File: src/hw/rtl/cal_pkg.sv
// Shared command, status and cell control types for the cursor array list.
package cal_pkg;

	localparam int unsigned CAPACITY_DEF   = 16;
	localparam int unsigned DATA_WIDTH_DEF = 32;

	typedef enum logic [3:0] {
		CMD_CLEAR  = 4'd0,
		CMD_INSERT = 4'd1,
		CMD_APPEND = 4'd2,
		CMD_REMOVE = 4'd3,
		CMD_START  = 4'd4,
		CMD_END    = 4'd5,
		CMD_PREV   = 4'd6,
		CMD_NEXT   = 4'd7,
		CMD_MOVE   = 4'd8
	} cmd_t;

	typedef enum logic [1:0] {
		ST_OK       = 2'd0,
		ST_FULL     = 2'd1,
		ST_NO_CUR   = 2'd2,
		ST_BAD_POS  = 2'd3
	} status_t;

	// Broadcast to every cell; at most one bit is set, and only when the command succeeds.
	typedef struct packed {
		logic ins;
		logic app;
		logic rem;
	} cell_cmd_t;

endpackage

File: src/hw/rtl/cal_cell.sv
// One list slot: holds an entry and takes a new value or a neighbor's entry.
module cal_cell #(
	parameter int unsigned CAPACITY   = cal_pkg::CAPACITY_DEF,
	parameter int unsigned DATA_WIDTH = cal_pkg::DATA_WIDTH_DEF,
	parameter int unsigned IDX        = 0,
	localparam int unsigned CW        = $clog2(CAPACITY + 1)
) (
	input  logic                  clk,
	input  logic                  en,
	input  cal_pkg::cell_cmd_t    cell_cmd,
	input  logic [CW-1:0]         cursor,
	input  logic [CW-1:0]         count,
	input  logic [DATA_WIDTH-1:0] value,
	input  logic [DATA_WIDTH-1:0] left,
	input  logic [DATA_WIDTH-1:0] right,
	output logic [DATA_WIDTH-1:0] entry
);

	localparam logic [CW-1:0] IDX_C  = CW'(IDX);
	localparam logic [CW-1:0] IDX_N  = CW'(IDX + 1);

	logic [DATA_WIDTH-1:0] entry_q;
	logic                  load_value;
	logic                  load_left;
	logic                  load_right;

	// Insert opens a gap at the cursor by moving every entry from there up by one.
	assign load_value = (cell_cmd.ins && IDX_C == cursor) || (cell_cmd.app && IDX_C == count);
	assign load_left  = cell_cmd.ins && IDX_C > cursor && IDX_C <= count;
	assign load_right = cell_cmd.rem && IDX_C >= cursor && IDX_N < count;

	always_ff @(posedge clk) begin
		if (en) begin
			if (load_value) begin
				entry_q <= value;
			end else if (load_left) begin
				entry_q <= left;
			end else if (load_right) begin
				entry_q <= right;
			end
		end
	end

	assign entry = entry_q;

endmodule

File: src/hw/rtl/cal_ctrl.sv
// Command decoder holding the entry count and cursor.
module cal_ctrl #(
	parameter int unsigned CAPACITY = cal_pkg::CAPACITY_DEF,
	localparam int unsigned CW      = $clog2(CAPACITY + 1),
	localparam int unsigned PW      = (CW > 5) ? CW : 5
) (
	input  logic               clk,
	input  logic               arst_n,
	input  logic               en,
	input  logic [3:0]         cmd,
	input  logic [4:0]         position,
	output logic [CW-1:0]      count,
	output logic [CW-1:0]      cursor,
	output cal_pkg::cell_cmd_t cell_cmd,
	output cal_pkg::status_t   status
);

	localparam logic [CW-1:0] CAP_C = CW'(CAPACITY);

	logic [CW-1:0]      count_q;
	logic [CW-1:0]      cursor_q;
	logic [CW-1:0]      count_d;
	logic [CW-1:0]      cursor_d;
	logic               full;
	logic               at_end;
	logic               pos_bad;

	assign full    = count_q >= CAP_C;
	assign at_end  = cursor_q >= count_q;
	assign pos_bad = PW'(position) > PW'(count_q);

	always_comb begin
		count_d  = count_q;
		cursor_d = cursor_q;
		status   = cal_pkg::ST_OK;
		cell_cmd = '0;
		unique case (cal_pkg::cmd_t'(cmd))
			cal_pkg::CMD_CLEAR: begin
				count_d  = '0;
				cursor_d = '0;
			end
			cal_pkg::CMD_INSERT, cal_pkg::CMD_APPEND: begin
				if (full) begin
					status = cal_pkg::ST_FULL;
				end else begin
					count_d      = count_q + 1'b1;
					cell_cmd.ins = (cal_pkg::cmd_t'(cmd) == cal_pkg::CMD_INSERT);
					cell_cmd.app = (cal_pkg::cmd_t'(cmd) == cal_pkg::CMD_APPEND);
				end
			end
			cal_pkg::CMD_REMOVE: begin
				if (at_end) begin
					status = cal_pkg::ST_NO_CUR;
				end else begin
					count_d      = count_q - 1'b1;
					cell_cmd.rem = 1'b1;
				end
			end
			cal_pkg::CMD_START: cursor_d = '0;
			cal_pkg::CMD_END:   cursor_d = count_q;
			cal_pkg::CMD_PREV: begin
				if (cursor_q != '0) begin
					cursor_d = cursor_q - 1'b1;
				end
			end
			cal_pkg::CMD_NEXT: begin
				if (!at_end) begin
					cursor_d = cursor_q + 1'b1;
				end
			end
			cal_pkg::CMD_MOVE: begin
				if (pos_bad) begin
					status = cal_pkg::ST_BAD_POS;
				end else begin
					cursor_d = CW'(PW'(position));
				end
			end
			default: ;
		endcase
	end

	always_ff @(posedge clk or negedge arst_n) begin
		if (!arst_n) begin
			count_q  <= '0;
			cursor_q <= '0;
		end else if (en) begin
			count_q  <= count_d;
			cursor_q <= cursor_d;
		end
	end

	assign count  = count_q;
	assign cursor = cursor_q;

endmodule

File: src/hw/rtl/cursor_array_list.sv
// Top level of the cursor array list: stream ports, cell chain and result register.
//
//  channel   dir  fields (tdata, lowest bit first)
//  s_axis    in   cmd[3:0] element_value[35:4] position[40:36], zero to 48 bits
//  m_axis    out  status[1:0] removed_value[33:2] list_length[38:34]
//                 cursor_pos[43:39] current_value[75:44] current_valid[76], zero to 80
//
// Each request updates the cell chain at the accepting edge and its result is loaded
// in the following cycle; no new request is taken while that result waits to be loaded.
// Accept and load both read the cursor slot via one selection tree over the cells.
// Reset clears the count, the cursor and all handshake state; entries are not cleared.
// A stalled result holds the next request off until the output register has room.
module cursor_array_list #(
	parameter int unsigned CAPACITY   = cal_pkg::CAPACITY_DEF,
	parameter int unsigned DATA_WIDTH = cal_pkg::DATA_WIDTH_DEF
) (
	input  logic        clk,
	input  logic        arst_n,
	input  logic        s_tvalid,
	output logic        s_tready,
	input  logic [47:0] s_tdata,   // cmd, element_value, position
	output logic        m_tvalid,
	input  logic        m_tready,
	output logic [79:0] m_tdata    // status, removed_value, list_length, cursor_pos,
	                               // current_value, current_valid
);

	localparam int unsigned CW = $clog2(CAPACITY + 1);

	logic                  accept;
	logic [3:0]            cmd;
	logic [31:0]           element_value;
	logic [4:0]            position;
	logic [63:0]           value_ext;
	logic [DATA_WIDTH-1:0] value;

	logic [CW-1:0]         count;
	logic [CW-1:0]         cursor;
	cal_pkg::cell_cmd_t    cell_cmd;
	cal_pkg::status_t      status;

	logic [DATA_WIDTH-1:0] entry [CAPACITY];
	logic [DATA_WIDTH-1:0] cur_read;

	logic                  work_s1;
	cal_pkg::status_t      status_s1;
	logic [DATA_WIDTH-1:0] removed_s1;

	logic                  out_valid_q;
	logic [1:0]            status_q;
	logic [31:0]           removed_q;
	logic [4:0]            length_q;
	logic [4:0]            cursor_q;
	logic [31:0]           current_q;
	logic                  cur_valid_q;
	logic                  cur_valid;
	logic [63:0]           removed_ext;
	logic [63:0]           cur_ext;

	assign cmd           = s_tdata[3:0];
	assign element_value = s_tdata[35:4];
	assign position      = s_tdata[40:36];
	assign value_ext     = 64'(element_value);
	assign value         = value_ext[DATA_WIDTH-1:0];

	assign s_tready = !work_s1 && (!out_valid_q || m_tready);
	assign accept   = s_tvalid && s_tready;

	cal_ctrl #(
		.CAPACITY (CAPACITY)
	) u_ctrl (
		.clk      (clk),
		.arst_n   (arst_n),
		.en       (accept),
		.cmd      (cmd),
		.position (position),
		.count    (count),
		.cursor   (cursor),
		.cell_cmd (cell_cmd),
		.status   (status)
	);

	for (genvar i = 0; i < CAPACITY; i++) begin : g_cell
		logic [DATA_WIDTH-1:0] left;
		logic [DATA_WIDTH-1:0] right;

		if (i == 0) begin : g_first
			assign left = value;
		end else begin : g_left
			assign left = entry[i-1];
		end
		if (i == CAPACITY - 1) begin : g_last
			assign right = '0;
		end else begin : g_right
			assign right = entry[i+1];
		end

		cal_cell #(
			.CAPACITY   (CAPACITY),
			.DATA_WIDTH (DATA_WIDTH),
			.IDX        (i)
		) u_cell (
			.clk      (clk),
			.en       (accept),
			.cell_cmd (cell_cmd),
			.cursor   (cursor),
			.count    (count),
			.value    (value),
			.left     (left),
			.right    (right),
			.entry    (entry[i])
		);
	end

	// Before the update this is the entry a remove takes out; after it, the current entry.
	always_comb begin
		cur_read = '0;
		for (int i = 0; i < CAPACITY; i++) begin
			if (cursor == CW'(i)) begin
				cur_read = cur_read | entry[i];
			end
		end
	end

	assign cur_valid = cursor < count;

	always_ff @(posedge clk or negedge arst_n) begin
		if (!arst_n) begin
			work_s1 <= 1'b0;
		end else begin
			work_s1 <= accept;
		end
	end

	always_ff @(posedge clk) begin
		if (accept) begin
			status_s1  <= status;
			removed_s1 <= cell_cmd.rem ? cur_read : '0;
		end
	end

	always_ff @(posedge clk or negedge arst_n) begin
		if (!arst_n) begin
			out_valid_q <= 1'b0;
		end else if (work_s1) begin
			out_valid_q <= 1'b1;
		end else if (m_tready) begin
			out_valid_q <= 1'b0;
		end
	end

	assign removed_ext = 64'(removed_s1);
	assign cur_ext     = cur_valid ? 64'(cur_read) : 64'd0;

	always_ff @(posedge clk) begin
		if (work_s1) begin
			status_q    <= status_s1;
			removed_q   <= removed_ext[31:0];
			length_q    <= 5'(count);
			cursor_q    <= 5'(cursor);
			current_q   <= cur_ext[31:0];
			cur_valid_q <= cur_valid;
		end
	end

	assign m_tvalid = out_valid_q;
	assign m_tdata  = {3'b000, cur_valid_q, current_q, cursor_q, length_q, removed_q, status_q};

`ifndef SYNTHESIS
	a_cursor_in_list: assert property (@(posedge clk) disable iff (!arst_n)
		cursor <= count)
		else $error("cursor beyond entry count");

	a_count_bound: assert property (@(posedge clk) disable iff (!arst_n)
		count <= CW'(CAPACITY))
		else $error("entry count beyond capacity");

	a_result_follows: assert property (@(posedge clk) disable iff (!arst_n)
		accept |=> ##1 m_tvalid)
		else $error("accepted request produced no result");

	a_error_no_change: assert property (@(posedge clk) disable iff (!arst_n)
		work_s1 && status_s1 != cal_pkg::ST_OK |-> count == $past(count) && cursor == $past(cursor))
		else $error("state changed on a flagged error");

	a_no_overwrite: assert property (@(posedge clk) disable iff (!arst_n)
		work_s1 |-> !out_valid_q || $past(m_tready))
		else $error("result register overwritten while full");
`endif

endmodule
File: config.mk
export PLATFORM = sky130hd
export DESIGN_NAME = cursor_array_list
export DESIGN_NICKNAME = d
export VERILOG_FILES = /design/src/hw/rtl/cal_pkg.sv /design/src/hw/rtl/cal_cell.sv /design/src/hw/rtl/cal_ctrl.sv /design/src/hw/rtl/cursor_array_list.sv
export SDC_FILE = /design/constraint.sdc
export NUM_CORES = 2
export LEC_CHECK = 0
export BUFFER_PORTS_ARGS = -buffer_cell sky130_fd_sc_hd__buf_2
export CAP_MARGIN = 20
export CORE_MARGIN = 5
export CORE_UTILIZATION = 45
export CTS_CLUSTER_SIZE = 14
export DETAILED_ROUTE_END_ITERATION = 6
export GPL_ROUTABILITY_DRIVEN = 1
export SLEW_MARGIN = 25
export SYNTH_ARGS = -nofsm -noshare
export SYNTH_HDL_FRONTEND = slang
export SYNTH_HIERARCHICAL = 1
export SYNTH_SLANG_ARGS = --single-unit
File: constraint.sdc
create_clock -name clk -period 15.9 [get_ports clk]
set_input_delay 3.975 -clock clk [delete_from_list [all_inputs] [get_ports clk]]
set_output_delay 3.975 -clock clk [all_outputs]
set_load 0.03 [all_outputs]
== Word-level counts from Yosys, hierarchy flattened ==
Cells that the tools add are included.

* Bits of input ports: 52
* Register bits: 635
* Output and inout port bits: 82
* Word-level logic and storage cells: 414

* Bitwise gates (word level): 15
* Eq/ne operators: 58
* $lt $le $gt $ge: 68
* Multiplexer cells: 81
* $add $sub $neg: 4
* Reduce and logical (&&, ||, !) cells: 160

{| class="wikitable"
|+ Operators with widths
! operator !! number
|-
| $mux 32 || 64
|-
| $or 32x32->32 || 15
|-
| $logic_and 1x1->1 || 98
|-
| $eq 4x5->1 const A || 16
|-
| $reduce_bool 3->1 || 17
|-
| $eq 3x5->1 const A || 8
|-
| $eq 5x4->1 const B || 8
|-
| $ge 4x5->1 const A || 8
|-
| $gt 4x5->1 const A || 8
|-
| $le 4x5->1 const A || 8
|-
| $lt 4x5->1 const A || 8
|-
| $reduce_and 2->1 || 16
|-
| $mux 5 || 5
|-
| $pmux 5 s5 || 1
|-
| $eq 2x5->1 const A || 4
|-
| $eq 5x3->1 const B || 4
|-
| $ge 3x5->1 const A || 4
|-
| $gt 3x5->1 const A || 4
|-
| $le 3x5->1 const A || 4
|-
| $lt 3x5->1 const A || 4
|-
| $logic_or 1x1->1 || 17
|-
| $eq 4x3->1 const B || 4
|-
| $pmux 5 s3 || 1
|-
| $add 5x1->5 const B || 2
|-
| 33 further kinds || 58
|}

== Longest topological paths before layout ==
* Word-level depth: 32
* Depth in mapped cells: 9
* Depth with buffers taken out: 9

== Hierarchy ==
The synthesis kept the hierarchy.

{| class="wikitable"
|+ Modules (own cells, without submodules)
! module !! times used !! seq. area each (um^2) !! area an instance (um^2) !! cells an instance
|-
| cursor_array_list || 1 || 3383.2 || 8182.8 || 734
|-
| cal_cell at g_cell[9].u_cell || 1 || 960.9 || 2157.1 || 197
|-
| cal_cell at g_cell[11].u_cell || 1 || 960.9 || 1879.3 || 200
|-
| cal_cell at g_cell[4].u_cell || 1 || 960.9 || 1856.8 || 153
|-
| cal_cell at g_cell[8].u_cell || 1 || 960.9 || 1813.0 || 150
|-
| cal_cell at g_cell[10].u_cell || 1 || 960.9 || 1785.5 || 153
|-
| cal_cell at g_cell[13].u_cell || 1 || 960.9 || 1747.9 || 151
|-
| cal_cell at g_cell[5].u_cell || 1 || 960.9 || 1744.2 || 186
|-
| cal_cell at g_cell[12].u_cell || 1 || 960.9 || 1736.7 || 151
|-
| cal_cell at g_cell[1].u_cell || 1 || 960.9 || 1730.4 || 149
|-
| cal_cell at g_cell[2].u_cell || 1 || 960.9 || 1722.9 || 187
|-
| cal_cell at g_cell[3].u_cell || 1 || 960.9 || 1720.4 || 188
|-
| cal_cell at g_cell[14].u_cell || 1 || 960.9 || 1712.9 || 187
|-
| cal_cell at g_cell[7].u_cell || 1 || 960.9 || 1709.1 || 187
|-
| 4 more rows || -- || -- || -- || --
|}

== Worst setup path after synthesis ==
No wires, ideal clock.

* Kind: in2reg
* From: input m_tready
* To: register g_cell[0].u_cell.entry_q[0] (enable)
* Arrival: 8233 ps
* Required time: 15434 ps
* Setup slack: 7201 ps
* Cell stages on the path: 5
* Library setup time: 466 ps
* Buffers on the path: 0
* Path through: inv_1 > a21oi_1 > and2_1 > nand2_1 > o21ai_0

* Cells in the longest elaborated chain, start to end: 4

{| class="wikitable"
|+ RTL lines
! item !! RTL line !! source
|-
| start: declaration || cursor_array_list.sv:23 || <nowiki>input logic m_tready,</nowiki>
|-
| $logic_or 1x1->1 || cursor_array_list.sv:66 || <nowiki>assign s_tready = !work_s1 && (!out_valid_q || m_tready);</nowiki>
|-
| $logic_and 1x1->1 || cursor_array_list.sv:66 ||
|-
| net s_tready || cursor_array_list.sv:20 || <nowiki>output logic s_tready,</nowiki>
|-
| $logic_and 1x1->1 || cursor_array_list.sv:67 || <nowiki>assign accept = s_tvalid && s_tready;</nowiki>
|-
| net accept || cursor_array_list.sv:30 || <nowiki>logic accept;</nowiki>
|-
| $reduce_and 2->1 (no source line) || -- ||
|-
| end signal: assignment || cal_cell.sv:35 || <nowiki>entry_q <= value;</nowiki>
|-
| end signal: assignment || cal_cell.sv:37 || <nowiki>entry_q <= left;</nowiki>
|-
| end signal: assignment || cal_cell.sv:39 || <nowiki>entry_q <= right;</nowiki>
|-
| end: declaration || cal_cell.sv:22 || <nowiki>logic [DATA_WIDTH-1:0] entry_q;</nowiki>
|}

The timed path passes the listed nets, and every way through them passes these cells.
A chain may end at the register's enable or synchronous reset.

== Final worst setup path ==
* From: input m_tready
* To: output s_tready

* Cells in the longest elaborated chain, start to end: 2

{| class="wikitable"
|+ RTL lines
! item !! RTL line
|-
| $logic_or 1x1->1 || cursor_array_list.sv:66
|-
| $logic_and 1x1->1 || cursor_array_list.sv:66
|-
| end: declaration || cursor_array_list.sv:20
|}

Every way passes these cells.

==> summary.md <==
| Metric | Value |
|---|---|
| H-tree lvl count | `3` |
| Synth Warn # | `6` |
| Most frequent cells in the layout | `623 x edfxtp_1, 571 x nand2_1, 465 x nor2_1` |
| CP startpoint kind | `input pin` |
| Crit share post-route | `0.534` |
| Post-synthesis sequential area ratio | `0.506` |
| Final setup fails | `0` |
| Detail Route Antenna Nets | `0` |
| Max-Cap Viols | `0` |
| WP data required | `11930 ps` |
| Post-route clock skew | `30.9 ps` |
| Initial core utilization | `0.452` |
| Register bit count reported by yosys | `635` |
| Post-Place Cells | `4579` |
| Layout Nets | `3649` |
| Hold-fix buffers at CTS | `0` |
| Fin area | `41100 µm²` |
| Final Critical Period | `8490 ps` |
| Post-Syn Area | `37600 µm²` |
| Fill cells | `7506` |
| Initial antenna violation count | `5` |
| DP Area | `38700 µm²` |
| Area Overhead vs Synth | `9.38%` |
| Design Power | `4.91 mW` |
| DIE AREA | `89400 µm²` |
| CP max FO | `3` |
| Finished Layout Cells | `4717` |
| Number of flops mapped to enable cells by yosys | `623` |
| Row Count | `106` |
| Post-Syn Instances | `3546` |
| Slew headroom | `0.218` |
| DP HPWL | `72.9 mm` |
| DR WL/cell | `28.8 µm` |
| Die Span Y | `299 µm` |
| GRT met3 Usage | `0.0526` |
| Final hold slack | `403 ps` |
| Slew Limit Fails | `0` |
| Final GP Congestion | `0.849` |
| Setup slack after layout | `7410 ps` |
| Grt total ovfl | `0` |
| Tightest Pin Transition | `1170 ps` |
| Top FF cell, synth | `edfxtp_1` |
| Core Area | `83200 µm²` |
| Iter 0 DRT Violations | `4161` |
| TritonCTS clock tree | `done` |
| Num CTS Buffers | `74` |
| Clock latency on the worst-skew pair | `650 ps` |
| Fmax | `0.118 GHz` |
| GR peak layer | `met2` |
| Hold Path Class | `reg -> reg` |
| Status | `finished, final reports clean` |
| Top-Level Pins | `134` |
| Post-route DRC violation count | `0` |
| Cts repair resizes | `0` |
| Post-synth ARST share | `0.0189` |
| Critical path class | `in -> out` |
| Post-CTS Setup Inserts | `0` |
| Via density | `6.45` |
| Routed vias | `30405` |
| RSZ-0062 raised after global routing | `false` |
| Worst-path clk slew | `60 ps` |
| TritonRoute pass-1 iters | `6` |
| P_leak | `15.3 nW` |
| First-pass GRT wire length | `196 mm` |
| Largest net degree at the start of global routing | `67` |
| GRT Total Usage | `0.292` |
| Setup tns final | `0 ps` |
| Post-layout util | `0.494` |
| Vias in the first global route | `28882` |
| IO Port Bufs | `123` |
| Worst EP arrival | `4510 ps` |
| CTS Buffer Depth | `3` |
| Most common cell after layout, fill and taps aside | `edfxtp_1` |
| Synth Area per Inst | `10.6 µm²` |
| Hold Violations, Final | `0` |
| Global routing usage on met2 | `0.463` |
| Met1 usage | `0.393` |
| Pwr Density | `119 nW/µm²` |
| Layout cells sized above 1 | `0.165` |
| Final wirelength | `136 mm` |
| Horiz. Die Dim | `299 µm` |
| Pre-CTS setup slack | `7420 ps` |
| CTS sink count | `635` |
| Root Buffer | `clkbuf_16` |
| Crit. End Element | `output pin` |
| Peak supply drop | `76.7 µV` |
| Synth cell types | `107` |
metal layers:
metal  up-vias  share of wire
li1      13255              -
met1     14788           0.39
met2      1957           0.45
met3       405           0.11
met4         0          0.049
met5         -              0
logic make-up (layout without fill, tap and decap cells):
kind of cell               Yosys count  in the layout  share of synthesized area
xor gates and xnor gates             8              8                    0.00187
muxes                              419            419                      0.117
DFF                                635            635                      0.506
AOI/OAI and AO/OA                  820            820                      0.153
buffers and inverters              348            400                     0.0584
adders and majority gates           22             22                    0.00773
and+or+nand+nor                   1293           1293                      0.156
other                                1             40                  0.0000998
synthesized netlist by cell type (29+ instances only):
cell,number,area (µm²)
a21oi_1,112,561
a21oi_2,34,298
a221o_1,30,300
a22oi_1,33,248
a31oi_1,268,1680
buf_2,100,500
buf_4,42,315
buf_6,50,563
clkbuf_1,66,248
edfxtp_1,623,18700
inv_1,64,240
mux2_4,30,450
mux2i_1,381,3810
nand2_1,572,2150
nand4_1,40,250
nor2_1,466,1750
nor2b_2,30,263
nor3_2,31,310
o211ai_1,36,270
o21ai_0,61,305
o21ai_1,34,170
o221ai_2,29,435
o22ai_1,95,594
or2_2,31,194
sequential cells by signal, indices dropped and copies added, names as in the netlist, 5 cells and up:
register and cells:
removed_s1 32, length_q 5, g_cell.u_cell/entry 512, cursor_q 5, u_ctrl/count 5, removed_q 32
u_ctrl/cursor 5, current_q 32
power by group:
| part | total (mW) | internal (mW) | switching, mW |
|---|---|---|---|
| registers | 1.97 | 1.92 | 0.0470 |
| logic | 1.21 | 0.379 | 0.830 |
| clock network | 1.73 | 0.985 | 0.744 |
critical path, cell delays in order:
cell and delay, ps:
buf_2 80, inv_1 30, a21oi_1 190, buf_2 240
final cells by class:
type                            count  area [µm²]  area share
Sequential cell                   635       19000       0.463
Multi-Input combinational cell   2597       16900       0.410
Clock buffer                       89        1930      0.0470
Tap cell                         1080        1350      0.0329
Timing Repair Buffer              202        1230      0.0299
Clock inverter                     44         437      0.0106
Inverter                           65         244     0.00594
Antenna cell                        5        12.5    0.000305
path summary, 6_finish.rpt:
check                      slack [ps]        startpoint  depth (start not counted)                          to
min in group asynchronous        3230            arst_n                          1                    m_tvalid
max in group asynchronous       12380            arst_n                          1            u_ctrl/cursor[0]
min reg2reg                       400    removed_s1[30]                          0               removed_q[30]
max reg2reg                     10880  u_ctrl/cursor[0]                         11  g_cell[8].u_cell/entry[30]
max                              7410          m_tready                          4                    s_tready
min                               400    removed_s1[30]                          0               removed_q[30]
Note: power is estimated with default switching activity, not from simulation.
